$ cat src/rtl/fdr_div_pipe.sv
`default_nettype none
module fdr_div_pipe #(
  parameter int NUM_W  = 47,
  parameter int DEN_W  = 32,
  parameter int QUO_W  = 16,
  parameter int SIDE_W = 1
) (
  input  wire logic              clk,
  input  wire logic              rst,
  input  wire logic              en,
  input  wire logic              in_valid,
  input  wire logic [NUM_W-1:0]  num,
  input  wire logic [DEN_W-1:0]  den,
  input  wire logic [SIDE_W-1:0] side_in,
  output logic                   out_valid,
  output logic [QUO_W-1:0]       quo,
  output logic [SIDE_W-1:0]      side_out
);

  localparam int W = (NUM_W > DEN_W + QUO_W) ? NUM_W : DEN_W + QUO_W;

  // restoring division, one quotient bit per stage; num < den << QUO_W
  logic [W-1:0]      rem [QUO_W];
  logic [DEN_W-1:0]  dv  [QUO_W];
  logic [QUO_W-1:0]  qv  [QUO_W+1];
  logic [SIDE_W-1:0] sd  [QUO_W+1];
  logic [QUO_W:0]    vld;

  always_ff @(posedge clk) begin
    if (rst) begin
      vld <= '0;
    end else if (en) begin
      vld <= {vld[QUO_W-1:0], in_valid};
    end
  end

  always_ff @(posedge clk) begin
    if (en) begin
      rem[0] <= W'(num);
      dv[0]  <= den;
      qv[0]  <= '0;
      sd[0]  <= side_in;
    end
  end

  for (genvar k = 0; k < QUO_W; k++) begin : g_step
    localparam int B = QUO_W - 1 - k;
    logic [W-1:0] trial;
    logic         ge;
    assign trial = W'(dv[k]) << B;
    assign ge    = rem[k] >= trial;

    always_ff @(posedge clk) begin
      if (en) begin
        qv[k+1] <= qv[k] | (QUO_W'(ge) << B);
        sd[k+1] <= sd[k];
      end
    end

    if (k < QUO_W - 1) begin : g_fwd
      always_ff @(posedge clk) begin
        if (en) begin
          rem[k+1] <= ge ? rem[k] - trial : rem[k];
          dv[k+1]  <= dv[k];
        end
      end
    end
  end

  assign out_valid = vld[QUO_W];
  assign quo       = qv[QUO_W];
  assign side_out  = sd[QUO_W];

endmodule
`default_nettype wire

$ cat config.mk
export PLATFORM = sky130hd
export DESIGN_NAME = fdr_div_pipe
export DESIGN_NICKNAME = d
export VERILOG_FILES = /design/src/rtl/fdr_div_pipe.sv
export SDC_FILE = /design/constraint.sdc
export NUM_CORES = 2
export LEC_CHECK = 0
export BUFFER_PORTS_ARGS = -buffer_cell sky130_fd_sc_hd__buf_2
export CAP_MARGIN = 30
export CORE_UTILIZATION = 55
export CTS_CLUSTER_DIAMETER = 50
export DETAILED_ROUTE_END_ITERATION = 8
export HOLD_SLACK_MARGIN = 0.02
export PLACE_DENSITY = 0.74
export SYNTH_ARGS = -nofsm -noshare
export SYNTH_HDL_FRONTEND = slang
export SYNTH_SLANG_ARGS = --single-unit
$ cat constraint.sdc
create_clock -name clk -period 3.6 [get_ports clk]
set_clock_uncertainty 0.1 [all_clocks]
set_input_delay 0 -clock clk [delete_from_list [all_inputs] [get_ports clk]]
set_output_delay 0 -clock clk [all_outputs]
set_load 0.01 [all_outputs]
==> impl_metrics.toml <==
[synthesis]
netlist_top_cells_area = "sky130_fd_sc_hd__edfxtp_1, sky130_fd_sc_hd__ha_1, sky130_fd_sc_hd__a21oi_1"
synth_common_cells = "sky130_fd_sc_hd__edfxtp_1, sky130_fd_sc_hd__inv_1, sky130_fd_sc_hd__a21oi_1"
synthesis.instances = 7109
synth_edf_count = 1432
most_common_flop_cell_mapped_by_yosys = "sky130_fd_sc_hd__edfxtp_1"
cell_area_after_synthesis_mm2 = 0.07913
synth_sequential_area_ratio = 0.5477
synthesis.nets = 7720
most_used_standard_cell_by_instance_count_after_synthesis = "sky130_fd_sc_hd__edfxtp_1"
postSynth.asyncResetShare = 0
netlist-cell-type-count = 93
syn-mean-instance-area_um2 = 11.13
post-synth-top-area-fraction = 0.5434
synthDominantAreaCellType = "sky130_fd_sc_hd__edfxtp_1"
synth.yosys.warnings = 0
synth.ff_latch_count = 1449

[run_status]
failed_checks = "negative setup slack"
status = "finished, violations left"

[die]
fp_rows = 138
floorplan.io_pins = 102
dieArea_mm2 = 0.1454
dieHeight_um = 381.3
initial_core_util = 0.5569
design.core.area_mm2 = 0.1421
die-width_um = 381.3

[place]
placement.io_buffers = 101
hpwl_mm = 132.4
place_congestion = 0.9511
placedInstanceArea_mm2 = 0.08785

[sta]
timing.final.hold_violations = 0
fin_crit_ns = 3.779
rsz0062_at_grt = "true"
setup_violations = 95
layout_setup_ws_ns = -0.1789
worst_pin_slew_ns = 0.7825
whs_ns = 0.2341
slew_violations = 0
period_share = 1.050
remaining_max_slew_budget_at_the_tightest_pin = 0.4783
fmax_mhz = 264.6

[route]
postRouteAntennaNets = 0
detail_route.first_pass.iterations = 6
drc = 0
detailedRoute.firstIterationViolations = 3266
mean_routed_wirelength_per_cell_um = 18.68
routed_wire_length_mm = 194.1
via_count = 58858
viasPerCell = 5.664

[cells_and_area]
multi_input_area_mm2 = 0.03515
numnets_final = 8971
regArea_mm2 = 0.04334
syn_to_final_growth_pct = 26.17
antenna-diode-count = 0
post_route_cells_drive_above_1_share = 0.2236
fillerInstances = 9601
cell_area_after_layout_mm2 = 0.09984

[grt]
number_of_global_route_vias_before_repair = 60631
track_usage = 0.2522
grt_first_pass_wirelength_mm = 296.1
overall_overflow_remaining_after_global_route = 0
grt_start_max_net_pins = 107
initial_antenna_violation_count = 0

[critical_path]
worst-r2r-cell-count = 15
critPathMaxStageDelay_ns = 0.40
reg_to_reg_critical_path_endpoint = "rem[0][135]"
critPathBufInv = 5
worst_setup_path_end_kind = "flip-flop"
timing.critical_path.arrival_ns = 4.21
timing.critical_path.required_ns = 4.03
path_delay_family = "compound AO/OA/AOI/OAI gates"
path_max_fanout = 7
regToRegStartpoint = "rem[0][62]"
criticalPathCategory = "reg2reg"
register_to_register_setup_slack_ns = -0.18
worstSetupPathDepth = 15
path_cells = "inv_1, ha_2, inv_2, fa_2, a21o_1, a21oi_2, o21bai_2, a2111o_1, a41o_1, a211o_1, buf_6, a21oi_4, buf_12, inv_6, mux2_4"
critical_path.slowest_cell = "sky130_fd_sc_hd__a2111o_1"
worst_setup_path_start_kind = "flip-flop"

[pwr]
power.static_leakage_nw = 40.93
power_per_cell_area_mw_per_mm2 = 779.7
max-vdd-ir-drop_mv = 0.4991

[clock_tree]
worst_setup_hold_path_clk_slew_ns = 0.06
buffer_levels_on_the_longest_clock_path = 3
tritoncts = "yes"
root_buffer = "sky130_fd_sc_hd__clkbuf_16"
cts_buffers = 170
insertion_delay_ns = 0.79
cts_htree_levels = 4
cts_sinks = 1449

[min_path]
holdPathEnd = "dv[0][28]"
min_from = "en"
worst_hold_path_type = "in2reg"
whs_path_depth = 2

[job]
max_cap_violations = 0
-- worst register-to-register path, delay by kind of cell (launching register included) --
family	cells	cell delay [ns]
adder cells (fa/ha/maj)	2	0.52
AO/OA/AOI/OAI	7	1.73
multiplexers	1	0.29
flip-flops	1	0.39
buffers and inverters	5	0.51
-- layout by cell type, fill, tap and decap left out, drive strengths merged, types with 56 or more instances in the layout --
master / synthesis / layout
clkbuf: 151 / 207
edfxtp: 1432 / 1432
inv: 665 / 681
nand2b: 84 / 84
nor4: 56 / 56
o21a: 60 / 60
nor2b: 66 / 66
nor2: 418 / 418
a31oi: 63 / 63
nor3: 98 / 98
clkinv: 0 / 71
a21o: 266 / 266
buf: 53 / 1101
a21oi: 590 / 590
o21ai: 567 / 567
xnor2: 291 / 291
ha: 512 / 512
nand4: 97 / 97
xor2: 240 / 240
mux2: 78 / 78
o21bai: 72 / 72
dlygate4sd3: 0 / 168
nand2: 582 / 582
nand3: 94 / 94
-- report_power, final --
part	leakage, nW	internal (W)	switching [W]
Clock	2.72	0.0101	0.00700
Sequential	14.0	0.0239	0.00238
Combinational	24.2	0.0163	0.0182
-- metrics by stage --
stage | setup TNS, ns | total power, W | instances | util | setup slack (ns)
final | -6.916 | 0.07784 | 10392 | 0.7026 | -0.1789
after global routing | -20.96 | 0.08223 | 10392 | 0.7026 | -0.2639
after CTS | -6.041 | 0.07569 | 10284 | 0.6842 | -0.1394
after detailed placement | -69.96 | 0.05717 | 9706 | 0.6182 | -0.6782
after global placement | -49.97 | 0.05638 | 9706 | 0.6182 | -0.5579
after floorplan | 0 | 0.04622 | 7109 | - | 0.002110
-- cell families (layout without fill, tap and decap cells) --
| logic type | after synthesis | in the layout | share of synthesized area |
|---|---|---|---|
| compound gates | 1922 | 1923 | 0.1489 |
| xor+xnor | 531 | 531 | 0.05877 |
| fa+ha+maj | 527 | 527 | 0.08475 |
| buf+inv | 869 | 2261 | 0.04241 |
| flops | 1449 | 1449 | 0.5477 |
| mux | 101 | 101 | 0.01401 |
| simple gates | 1710 | 1710 | 0.1034 |
-- what timing repair did --
action,CTS,global route
resized for setup,274,400
hold buffers,168,0
endpoints found under the setup margin,409,447
pin swaps,113,193
cloned,9,14
endpoints found under the hold margin,590,0
setup buffers,90,111
-- layout make-up --
type / count / area share
clock buffers: 196 / 0.04454
clock inverters: 118 / 0.01192
inverters: 665 / 0.02509
multi-input cells: 4792 / 0.3520
flip-flops and latches: 1449 / 0.4341
well taps: 1890 / 0.02369
repair buffers: 1282 / 0.1086
-- registers in the layout, indices dropped and copies added (netlist names) --
signal	cells
dv	512
rem	767
sd	17
vld	17
qv	136
-- worst max-delay path by stage --
stage | end | startpoint | slack (ns)
CTS | rem[0][360] | rem[0][304] | -0.14
global route | rem[0][135] | rem[0][62] | -0.26
finish | rem[0][135] | rem[0][62] | -0.18
global placement | rem[1][330] | rem[1][242] | -0.56
detailed placement | rem[1][324] | rem[1][242] | -0.68
floorplan | rem[0][140] | rem[0][62] | 0.002
-- routing by layer --
metal  wire length [um]  global-route usage  share of wire
met1              65900              0.2388           0.34
met5                  0                   0              0
met2             106700              0.4951           0.55
met4              14740              0.1754          0.076
met3               6774             0.03155          0.035
No activity file was read; power rests on OpenSTA's default activity.
